==> src/rtl/rscq_pkg.sv <==
// Package for the register shadow change queue: payload structs, opcodes,
// controller/datapath command and status structs, and fixed constants.
// Depends on nothing; the top level, datapath, controller and testbench import it.
`default_nettype none

package rscq_pkg;

   localparam int QUEUE_DEPTH_DEF = 64;
   localparam int REG_COUNT_DEF   = 64;

   localparam int REG_ADDR_W = 6;
   localparam int VALUE_W    = 8;

   localparam logic [REG_ADDR_W-1:0] KEY_REG_FIRST = 6'h20;
   localparam logic [REG_ADDR_W-1:0] KEY_REG_LAST  = 6'h28;
   localparam logic [VALUE_W-1:0]    KEY_OFF_MASK  = 8'h0f;

   localparam int CSR_ADDR_W = 3;
   localparam int CSR_DATA_W = 32;

   // Register index as decoded from csr_paddr[2].
   localparam logic CSR_IDX_DEVICE_PRESENT = 1'b0;

   typedef enum logic [1:0] {
      OP_PUT   = 2'd0,
      OP_FLUSH = 2'd1,
      OP_STOP  = 2'd2,
      OP_CLEAR = 2'd3
   } opcode_type;

   typedef struct packed {
      opcode_type              opcode;
      logic [REG_ADDR_W-1:0]   reg_addr;
      logic [VALUE_W-1:0]      write_value;
   } req_type;

   typedef struct packed {
      logic [REG_ADDR_W-1:0]   out_reg;
      logic [VALUE_W-1:0]      out_value;
      logic                    last;
   } rsp_type;

   // Commands from the controller to the datapath.
   typedef struct packed {
      logic capture;      // latch the accepted request
      logic sh_rd_req;    // read the shadow at the request address
      logic sh_rd_key;    // read the shadow at the next key-off register
      logic put_commit;   // write shadow, append to queue if room
      logic q_rd;         // read the queue at the run index
      logic idx_inc;
      logic idx_clr;
      logic out_load;     // load the output register from the read data
      logic out_src_key;  // output comes from the shadow (stop) not the queue
      logic flush_done;   // empty the queue
      logic clear_all;    // invalidate shadow and empty the queue
   } dp_cmd_type;

   // Status from the datapath to the controller.
   typedef struct packed {
      opcode_type opcode;
      logic       addr_ok;
      logic       present;
      logic       count_zero;
      logic       put_same;
      logic       out_free;
      logic       rd_last;
   } ctl_status_type;

endpackage

`default_nettype wire

==> src/rtl/register_shadow_change_queue.sv <==
// Top level of the register shadow change queue: joins the controller and
// the datapath. Depends on rscq_pkg, rscq_controller and rscq_datapath.
//
//   Port group  Dir  Handshake              Contents
//   req_*       in   req_valid / req_stall  req_type: opcode, reg_addr, write_value
//   rsp_*       out  rsp_valid / rsp_stall  rsp_type: out_reg, out_value, last
//   csr_*       in   APB, pready always 1   device_present at byte address 0
//
// A put first reads the shadow, then compares and writes.
// A clear, a put outside the shadow, or a flush or stop emitting nothing stays idle.
// A flush of N entries or a stop (nine writes) issues one memory read per cycle
// while rsp is not stalled, so results follow one per cycle from the registered read.
// Stalls on rsp hold the run; the next request is taken once the run ends.
// Reset is synchronous; no clearing pass is needed after it.
`default_nettype none

module register_shadow_change_queue
   import rscq_pkg::*;
#(
   parameter int QUEUE_DEPTH = QUEUE_DEPTH_DEF,
   parameter int REG_COUNT   = REG_COUNT_DEF
) (
   input  wire logic                  clock,
   input  wire logic                  reset,
   input  wire logic                  req_valid,
   output logic                       req_stall,
   input  wire req_type               req_data,
   output logic                       rsp_valid,
   input  wire logic                  rsp_stall,
   output rsp_type                    rsp_data,
   input  wire logic                  csr_psel,
   input  wire logic                  csr_penable,
   input  wire logic                  csr_pwrite,
   input  wire logic [CSR_ADDR_W-1:0] csr_paddr,
   input  wire logic [CSR_DATA_W-1:0] csr_pwdata,
   output logic      [CSR_DATA_W-1:0] csr_prdata,
   output logic                       csr_pready
);

   dp_cmd_type     cmd;
   ctl_status_type status;

   rscq_controller u_ctl (
      .clock     (clock),
      .reset     (reset),
      .req_valid (req_valid),
      .req_stall (req_stall),
      .status    (status),
      .cmd       (cmd)
   );

   rscq_datapath #(
      .QUEUE_DEPTH (QUEUE_DEPTH),
      .REG_COUNT   (REG_COUNT)
   ) u_dp (
      .clock       (clock),
      .reset       (reset),
      .req_data    (req_data),
      .rsp_stall   (rsp_stall),
      .rsp_valid   (rsp_valid),
      .rsp_data    (rsp_data),
      .csr_psel    (csr_psel),
      .csr_penable (csr_penable),
      .csr_pwrite  (csr_pwrite),
      .csr_paddr   (csr_paddr),
      .csr_pwdata  (csr_pwdata),
      .csr_prdata  (csr_prdata),
      .csr_pready  (csr_pready),
      .cmd         (cmd),
      .status      (status)
   );

endmodule

`default_nettype wire

==> src/rtl/rscq_ram.sv <==
// Generic single-port-write, single-port-read RAM with registered read.
// Used for the shadow store and the change queue; no dependencies.
`default_nettype none

module rscq_ram #(
   parameter  int WIDTH  = 8,
   parameter  int DEPTH  = 64,
   localparam int ADDR_W = (DEPTH > 1) ? $clog2(DEPTH) : 1
) (
   input  wire logic              clock,
   input  wire logic              we,
   input  wire logic [ADDR_W-1:0] waddr,
   input  wire logic [WIDTH-1:0]  wdata,
   input  wire logic              re,
   input  wire logic [ADDR_W-1:0] raddr,
   output logic      [WIDTH-1:0]  rdata
);

   logic [WIDTH-1:0] mem_ff [DEPTH];
   logic [WIDTH-1:0] rdata_ff;

   always_ff @(posedge clock) begin
      if (we) begin
         mem_ff[waddr] <= wdata;
      end
      if (re) begin
         rdata_ff <= mem_ff[raddr];
      end
   end

   assign rdata = rdata_ff;

endmodule

`default_nettype wire

==> src/rtl/rscq_datapath.sv <==
// Datapath: shadow store with valid bits, change queue with fill count,
// run index, output register and the device_present register.
// Depends on rscq_pkg and rscq_ram.
`default_nettype none

module rscq_datapath
   import rscq_pkg::*;
#(
   parameter int QUEUE_DEPTH = QUEUE_DEPTH_DEF,
   parameter int REG_COUNT   = REG_COUNT_DEF
) (
   input  wire logic                  clock,
   input  wire logic                  reset,
   input  wire req_type               req_data,
   input  wire logic                  rsp_stall,
   output logic                       rsp_valid,
   output rsp_type                    rsp_data,
   input  wire logic                  csr_psel,
   input  wire logic                  csr_penable,
   input  wire logic                  csr_pwrite,
   input  wire logic [CSR_ADDR_W-1:0] csr_paddr,
   input  wire logic [CSR_DATA_W-1:0] csr_pwdata,
   output logic      [CSR_DATA_W-1:0] csr_prdata,
   output logic                       csr_pready,
   input  wire dp_cmd_type            cmd,
   output ctl_status_type             status
);

   localparam int CNT_W = $clog2(QUEUE_DEPTH + 1);
   localparam int Q_AW  = (QUEUE_DEPTH > 1) ? $clog2(QUEUE_DEPTH) : 1;
   localparam int IDX_W = (CNT_W > 4) ? CNT_W : 4;
   localparam int SH_AW = $clog2(REG_COUNT);
   localparam int Q_W   = REG_ADDR_W + VALUE_W;
   localparam logic [IDX_W-1:0] KEY_SPAN = IDX_W'(KEY_REG_LAST - KEY_REG_FIRST);

   logic                  present_ff;
   logic [CNT_W-1:0]      count_ff;
   logic [IDX_W-1:0]      idx_ff;
   logic [REG_COUNT-1:0]  sh_vld_ff;
   logic [REG_ADDR_W-1:0] cap_addr_ff;
   logic [VALUE_W-1:0]    cap_value_ff;
   logic                  rd_vld_ff;
   logic                  rd_last_ff;
   logic [REG_ADDR_W-1:0] rd_reg_ff;
   logic                  rsp_valid_ff;
   rsp_type               rsp_ff;

   logic                  csr_wr;
   logic                  room;
   logic                  out_free;
   logic [SH_AW-1:0]      key_addr;
   logic [SH_AW-1:0]      sh_raddr;
   logic [SH_AW-1:0]      sh_waddr;
   logic                  sh_re;
   logic [VALUE_W-1:0]    sh_rdata;
   logic [VALUE_W-1:0]    sh_value;
   logic                  q_we;
   logic [Q_W-1:0]        q_rdata;
   logic [REG_ADDR_W-1:0] key_reg;
   logic                  flush_last;
   rsp_type               load_rsp;

   // Configuration register.
   assign csr_wr     = csr_psel && csr_penable && csr_pwrite;
   assign csr_pready = 1'b1;
   assign csr_prdata = (csr_paddr[2] == CSR_IDX_DEVICE_PRESENT)
                       ? CSR_DATA_W'(present_ff) : '0;

   always_ff @(posedge clock) begin
      if (reset) begin
         present_ff <= 1'b1;
      end else if (csr_wr && csr_paddr[2] == CSR_IDX_DEVICE_PRESENT) begin
         present_ff <= csr_pwdata[0];
      end
   end

   // Request capture.
   always_ff @(posedge clock) begin
      if (cmd.capture) begin
         cap_addr_ff  <= req_data.reg_addr;
         cap_value_ff <= req_data.write_value;
      end
   end

   // Shadow store. Entries never written since reset or clear read as zero.
   assign key_reg  = KEY_REG_FIRST + REG_ADDR_W'(idx_ff[3:0]);
   assign key_addr = SH_AW'(key_reg);
   assign sh_raddr = cmd.sh_rd_req ? SH_AW'(req_data.reg_addr) : key_addr;
   assign sh_waddr = SH_AW'(cap_addr_ff);
   assign sh_re    = cmd.sh_rd_req || cmd.sh_rd_key;

   rscq_ram #(
      .WIDTH (VALUE_W),
      .DEPTH (REG_COUNT)
   ) u_shadow (
      .clock (clock),
      .we    (cmd.put_commit),
      .waddr (sh_waddr),
      .wdata (cap_value_ff),
      .re    (sh_re),
      .raddr (sh_raddr),
      .rdata (sh_rdata)
   );

   always_ff @(posedge clock) begin
      if (reset || cmd.clear_all) begin
         sh_vld_ff <= '0;
      end else if (cmd.put_commit) begin
         sh_vld_ff[sh_waddr] <= 1'b1;
      end
   end

   always_ff @(posedge clock) begin
      if (sh_re) begin
         rd_vld_ff <= sh_vld_ff[sh_raddr];
      end
   end

   assign sh_value = rd_vld_ff ? sh_rdata : '0;

   // Change queue.
   assign room = count_ff < CNT_W'(QUEUE_DEPTH);
   assign q_we = cmd.put_commit && room;

   rscq_ram #(
      .WIDTH (Q_W),
      .DEPTH (QUEUE_DEPTH)
   ) u_queue (
      .clock (clock),
      .we    (q_we),
      .waddr (count_ff[Q_AW-1:0]),
      .wdata ({cap_addr_ff, cap_value_ff}),
      .re    (cmd.q_rd),
      .raddr (idx_ff[Q_AW-1:0]),
      .rdata (q_rdata)
   );

   always_ff @(posedge clock) begin
      if (reset || cmd.clear_all || cmd.flush_done) begin
         count_ff <= '0;
      end else if (q_we) begin
         count_ff <= count_ff + CNT_W'(1);
      end
   end

   // Run index, shared by flush (queue slot) and stop (key-off register).
   always_ff @(posedge clock) begin
      if (reset || cmd.idx_clr) begin
         idx_ff <= '0;
      end else if (cmd.idx_inc) begin
         idx_ff <= idx_ff + IDX_W'(1);
      end
   end

   assign flush_last = ({1'b0, idx_ff} + (IDX_W + 1)'(1)) == (IDX_W + 1)'(count_ff);

   // The last flag and the register address travel alongside the memory read.
   always_ff @(posedge clock) begin
      if (cmd.q_rd) begin
         rd_last_ff <= flush_last;
      end else if (cmd.sh_rd_key) begin
         rd_last_ff <= (idx_ff == KEY_SPAN);
         rd_reg_ff  <= key_reg;
      end
   end

   // Output register.
   assign out_free = !rsp_valid_ff || !rsp_stall;

   always_comb begin
      if (cmd.out_src_key) begin
         load_rsp.out_reg   = rd_reg_ff;
         load_rsp.out_value = sh_value & KEY_OFF_MASK;
      end else begin
         load_rsp.out_reg   = q_rdata[Q_W-1:VALUE_W];
         load_rsp.out_value = q_rdata[VALUE_W-1:0];
      end
      load_rsp.last = rd_last_ff;
   end

   always_ff @(posedge clock) begin
      if (reset) begin
         rsp_valid_ff <= 1'b0;
      end else if (cmd.out_load) begin
         rsp_valid_ff <= 1'b1;
      end else if (!rsp_stall) begin
         rsp_valid_ff <= 1'b0;
      end
   end

   always_ff @(posedge clock) begin
      if (cmd.out_load) begin
         rsp_ff <= load_rsp;
      end
   end

   assign rsp_valid = rsp_valid_ff;
   assign rsp_data  = rsp_ff;

   // Status back to the controller.
   assign status.opcode     = req_data.opcode;
   assign status.addr_ok    = (SH_AW + 1)'(req_data.reg_addr) < (SH_AW + 1)'(REG_COUNT);
   assign status.present    = present_ff;
   assign status.count_zero = (count_ff == '0);
   assign status.put_same   = (sh_value == cap_value_ff);
   assign status.out_free   = out_free;
   assign status.rd_last    = rd_last_ff;

   a_count_bound: assert property (@(posedge clock) disable iff (reset)
      count_ff <= CNT_W'(QUEUE_DEPTH))
      else $error("queue fill count above depth");

   a_load_free: assert property (@(posedge clock) disable iff (reset)
      cmd.out_load |-> out_free)
      else $error("output register overwritten while stalled");

   a_flush_empties: assert property (@(posedge clock) disable iff (reset)
      cmd.flush_done |=> (count_ff == '0))
      else $error("queue not empty after flush");

   a_queue_read_in_range: assert property (@(posedge clock) disable iff (reset)
      cmd.q_rd |-> ((IDX_W + 1)'(idx_ff) < (IDX_W + 1)'(count_ff)))
      else $error("queue read beyond fill count");

endmodule

`default_nettype wire

==> src/rtl/rscq_controller.sv <==
// Controller state machine: decodes accepted requests and sequences
// shadow compares and flush/stop runs. Depends on rscq_pkg.
`default_nettype none

module rscq_controller
   import rscq_pkg::*;
(
   input  wire logic           clock,
   input  wire logic           reset,
   input  wire logic           req_valid,
   output logic                req_stall,
   input  wire ctl_status_type status,
   output dp_cmd_type          cmd
);

   typedef enum logic [3:0] {
      S_IDLE  = 4'b0001,
      S_PUT   = 4'b0010,
      S_FLUSH = 4'b0100,
      S_STOP  = 4'b1000
   } state_type;

   state_type state_ff;
   state_type state_in;

   assign req_stall = (state_ff != S_IDLE);

   always_comb begin
      cmd      = '0;
      state_in = state_ff;
      unique case (state_ff)
         S_IDLE: begin
            if (req_valid) begin
               cmd.capture = 1'b1;
               unique case (status.opcode)
                  OP_PUT: begin
                     if (status.addr_ok) begin
                        cmd.sh_rd_req = 1'b1;
                        state_in      = S_PUT;
                     end
                  end
                  OP_FLUSH: begin
                     if (status.present && !status.count_zero) begin
                        cmd.q_rd    = 1'b1;
                        cmd.idx_inc = 1'b1;
                        state_in    = S_FLUSH;
                     end
                  end
                  OP_STOP: begin
                     if (status.present) begin
                        cmd.sh_rd_key = 1'b1;
                        cmd.idx_inc   = 1'b1;
                        state_in      = S_STOP;
                     end
                  end
                  OP_CLEAR: begin
                     cmd.clear_all = 1'b1;
                  end
                  default: begin
                  end
               endcase
            end
         end
         S_PUT: begin
            cmd.put_commit = !status.put_same;
            state_in       = S_IDLE;
         end
         S_FLUSH: begin
            if (status.out_free) begin
               cmd.out_load = 1'b1;
               if (status.rd_last) begin
                  cmd.idx_clr    = 1'b1;
                  cmd.flush_done = 1'b1;
                  state_in       = S_IDLE;
               end else begin
                  cmd.q_rd    = 1'b1;
                  cmd.idx_inc = 1'b1;
               end
            end
         end
         S_STOP: begin
            cmd.out_src_key = 1'b1;
            if (status.out_free) begin
               cmd.out_load = 1'b1;
               if (status.rd_last) begin
                  cmd.idx_clr = 1'b1;
                  state_in    = S_IDLE;
               end else begin
                  cmd.sh_rd_key = 1'b1;
                  cmd.idx_inc   = 1'b1;
               end
            end
         end
         default: begin
            state_in = S_IDLE;
         end
      endcase
   end

   always_ff @(posedge clock) begin
      if (reset) begin
         state_ff <= S_IDLE;
      end else begin
         state_ff <= state_in;
      end
   end

endmodule

`default_nettype wire

==> config.mk <==
export PLATFORM = sky130hd
export DESIGN_NAME = register_shadow_change_queue
export DESIGN_NICKNAME = d
export VERILOG_FILES = /design/src/rtl/rscq_pkg.sv /design/src/rtl/register_shadow_change_queue.sv /design/src/rtl/rscq_ram.sv /design/src/rtl/rscq_datapath.sv /design/src/rtl/rscq_controller.sv
export SDC_FILE = /design/constraint.sdc
export NUM_CORES = 2
export LEC_CHECK = 0
export BUFFER_PORTS_ARGS = -buffer_cell sky130_fd_sc_hd__buf_2
export CORE_MARGIN = 10
export CORE_UTILIZATION = 50
export CTS_CLUSTER_DIAMETER = 60
export DETAILED_ROUTE_END_ITERATION = 6
export PLACE_DENSITY_LB_ADDON = 0.05
export SYNTH_ARGS = -nofsm -noshare
export SYNTH_HDL_FRONTEND = slang
export SYNTH_HIERARCHICAL = 1
export SYNTH_SLANG_ARGS = --single-unit
==> constraint.sdc <==
create_clock -name clock -period 7 [get_ports clock]
set_input_delay 1.4 -clock clock [delete_from_list [all_inputs] [get_ports clock]]
set_output_delay 1.4 -clock clock [all_outputs]
set_load 0.02 [all_outputs]
==> results.md <==
* DIE WIDTH at about 370 µm
* Fillers at 9,205
* Worst Hold Class: reg -> reg
* CTS root buffer: clkbuf_16
* CP Class: reg -> reg
* DR WL met2 at between 70,000 and 80,000 µm
* Reg2Reg Setup Slack at ~1.6 ns
* P_leak at slightly above 0.02 µW
* Tcrit/Tclk final at slightly below 80%
* Synth Area per Inst at 19.5 µm²
* Worst slew margin at under 10%
* Worst Skew at a little under 0.02 ns
* Worst Setup Start Kind: register
* Post-CTS Resized at 0
* YS warnings at 6
* Post-route DRC at 0
* Vias in the first global route at approximately 31,000
* Peak supply drop at 0.268 mV
* Main flop type after synthesis: edfxtp_1
* Mux cell area share after synthesis at 14.7%
* Post-CTS Setup Bufs at 0
* Global-route wire length before repair at around 220,000 µm
* Dpl ws at 1.35 ns
* Port bufs at between 40 and 50
* FMAX at between 150 and 200 MHz
* Register bit total from synthesis at ~1,500
* RePlAce Congestion at between 0.8 and 0.9
* Detailed Route WL at approximately 150,000 µm
* Final Critical Period at between 5 and 6 ns
* WL met3 at slightly above 9000 µm
* Die H at 369 µm
* Slew Viols, Final at 0
* CP Capture Type: register
* Core area at approximately 0.12 mm²
* Worst-path fanout max at 44
* Drt first pass iters at 6
* Crit path DAT at 5.88 ns
* Fin. Hold Viols at 0
* Placed cells at ~4,700
* Post-synthesis sequential area ratio at approximately three quarters
* RSZ-0062 raised after global routing: false
* Core Rows at between 100 and 150
* Post-Synthesis Cells at 3,136
* Final setup viols at 0
* Setup WS post-layout at approximately 1.6 ns
* Xor/xnor share of the synthesized area at less than 1%
* Worst-path clk slew at approximately 0.06 ns
* Netlist cell types at 68
* Status: completed
* TritonCTS clock tree: yes
* Worst-skew pair later-pin latency at 0.76 ns
* Net count, final at between 3,000 and 4,000
* Fin cells at about 5,000
* Netlist Area Pre-Place at around 0.061 mm²
* Area delta synth->final at 11.5%
* Sum Neg Setup Slack at 0 ns
* Simple-gate share of the synthesized area at under 10%
* DR vias at 30,680
* H-tree levels at 4
* Post-CTS Hold Buffers at 0
* GRT Residual Overflow at 0
* Critical Path RT at roughly 7.5 ns
* Largest family of logic cells by synthesized area: multiplexers
* DP Wirelength at roughly 89,000 µm
* Power Density at around 280 mW/mm²
* Compound-Gate Fraction of Synth Area at under 10%
* Inserted Clock Buffers at roughly 160
* Met1 Routed Length at slightly above 60,000 µm
* Post-synth ARST share at 0%
* Layout cells sized above 1 at about a quarter
* Slew of the pin with the lowest slew margin at 1.37 ns
* DR iter-0 viols at 3,110
* Clock Path Buffers at 3
* Initial antenna violation count at 2
* EDFF count, synth at roughly 1,500
* Highest routed layer: met4
* Maxcap violations at 0
* CTS Sinks at 1,549
* Wire per inst at between 20 and 30 µm
* Die area at 0.136 mm²
* Via-per-instance ratio at 6.12
* Commonest cells after routing, fill and taps aside: edfxtp_1, mux4_2, nor2_1
* Post-synthesis adder-cell area fraction at less than 1%
* Largest net degree at the start of global routing at between 100 and 150
* Global-route usage over all layers at approximately 22%
* Antenna Violating Nets Remaining at 0
* Initial core utilization at ~50%
* I/O pins at between 100 and 150
* Commonest non-fill, non-tap cell in the layout: edfxtp_1
[worst max-delay path, stage by stage (launching register included)]
cell and delay (ns):
edfxtp_1 0.54, buf_4 0.49, nor2_1 0.08, a22oi_1 0.19, nor4_1 0.09, buf_4 0.16, nor2_1 0.08, and3_1 0.63
nor2b_1 0.83, nand3_1 0.85, nor2_1 0.84, buf_4 0.32
[per-stage QoR]
stage               hold WS, ns  power [µW]  utilization [%]  area (µm²)
floorplan                 0.423       10900                -       61100
global placement          0.444       11100             51.8       63000
detailed placement        0.456       11100             51.8       63000
CTS                       0.471       19200             56.0       68000
global route              0.502       19600             56.0       68000
finish                    0.465       19000             56.0       68000
[final timing paths]
check | startpoint | depth (start not counted) | end
max reg2reg | u_dp/cap_value_ff[4] | 11 | u_dp/u_queue/mem_ff[45][6]
min | u_dp/sh_vld_ff[60] | 2 | u_dp/sh_vld_ff[60]
max | u_dp/cap_value_ff[4] | 11 | u_dp/u_queue/mem_ff[45][6]
min reg2reg | u_dp/sh_vld_ff[60] | 2 | u_dp/sh_vld_ff[60]
[state kept, by name, summed over array words and instances, names as in the netlist]
register	flops
u_dp/rd_last_ff	1
u_dp/u_shadow/rdata	8
u_dp/rd_vld_ff	1
u_dp/idx_ff	7
u_dp/present_ff	1
u_dp/u_queue/mem_ff	896
u_dp/sh_vld_ff	64
u_dp/u_queue/rdata	14
u_dp/count_ff	7
u_dp/cap_addr_ff	6
u_dp/cap_value_ff	8
u_dp/rsp_valid	1
u_dp/rd_reg_ff	4
u_dp/u_shadow/mem_ff	512
u_dp/rsp_data	15
u_ctl/state_ff	4
[metal layers]
| layer | up-vias | global-route usage, % |
|---|---|---|
| li1 | 12982 | - |
| met1 | 16359 | 29.7 |
| met2 | 1114 | 35.6 |
| met3 | 225 | 3.56 |
| met4 | 0 | 7.13 |
| met5 | - | 0 |
[logic make-up after synthesis]
family | after synthesis
xor gates and xnor gates | 23
and+or+nand+nor | 556
DFF | 1549
adders and majority gates | 10
muxes | 454
other | 2
buffers and inverters | 232
AOI/OAI and AO/OA | 310
[layout make-up]
type	count	area (µm²)	area share, %
well taps	1625	2030	2.99
diodes	3	7.51	0.0110
clock inverters	82	598	0.879
multi-input cells	1386	14200	20.8
repair buffers	144	1010	1.49
clock buffers	205	4420	6.49
flip-flops and latches	1549	45700	67.2
inverters	23	96.3	0.142
[cells in the mapped netlist, types with 8 or more instances]
master,number,area [µm²]
a211oi_1,25,188
a21oi_1,88,440
a222oi_1,12,120
a311oi_1,8,70.1
a31oi_1,12,75.1
buf_1,11,41.3
buf_2,41,205
buf_4,66,495
buf_6,20,225
clkbuf_1,69,259
dfxtp_1,84,1680
edfxtp_1,1465,44000
ha_1,10,125
inv_1,22,82.6
mux2_2,45,507
mux2i_1,57,571
mux4_2,350,7880
nand2_1,82,308
nand2b_1,33,206
nand3_1,38,190
nand4_1,14,87.6
nor2_1,273,1020
nor2b_1,46,288
nor3_1,20,100
o21ai_0,41,205
o21ai_1,8,40.0
o221ai_1,25,219
o22ai_1,26,163
o31ai_1,13,97.6
xnor2_1,13,114
xor2_1,10,87.6
[power breakdown]
group	switching [µW]	internal (µW)	total, µW	leakage [µW]
Sequential	34.6	10200	10300	0.0139
Combinational	451	190	641	0.00436
Clock	3420	4710	8130	0.00246
Total	3910	15100	19000	0.0207
Power figures use the tool's default switching activity.
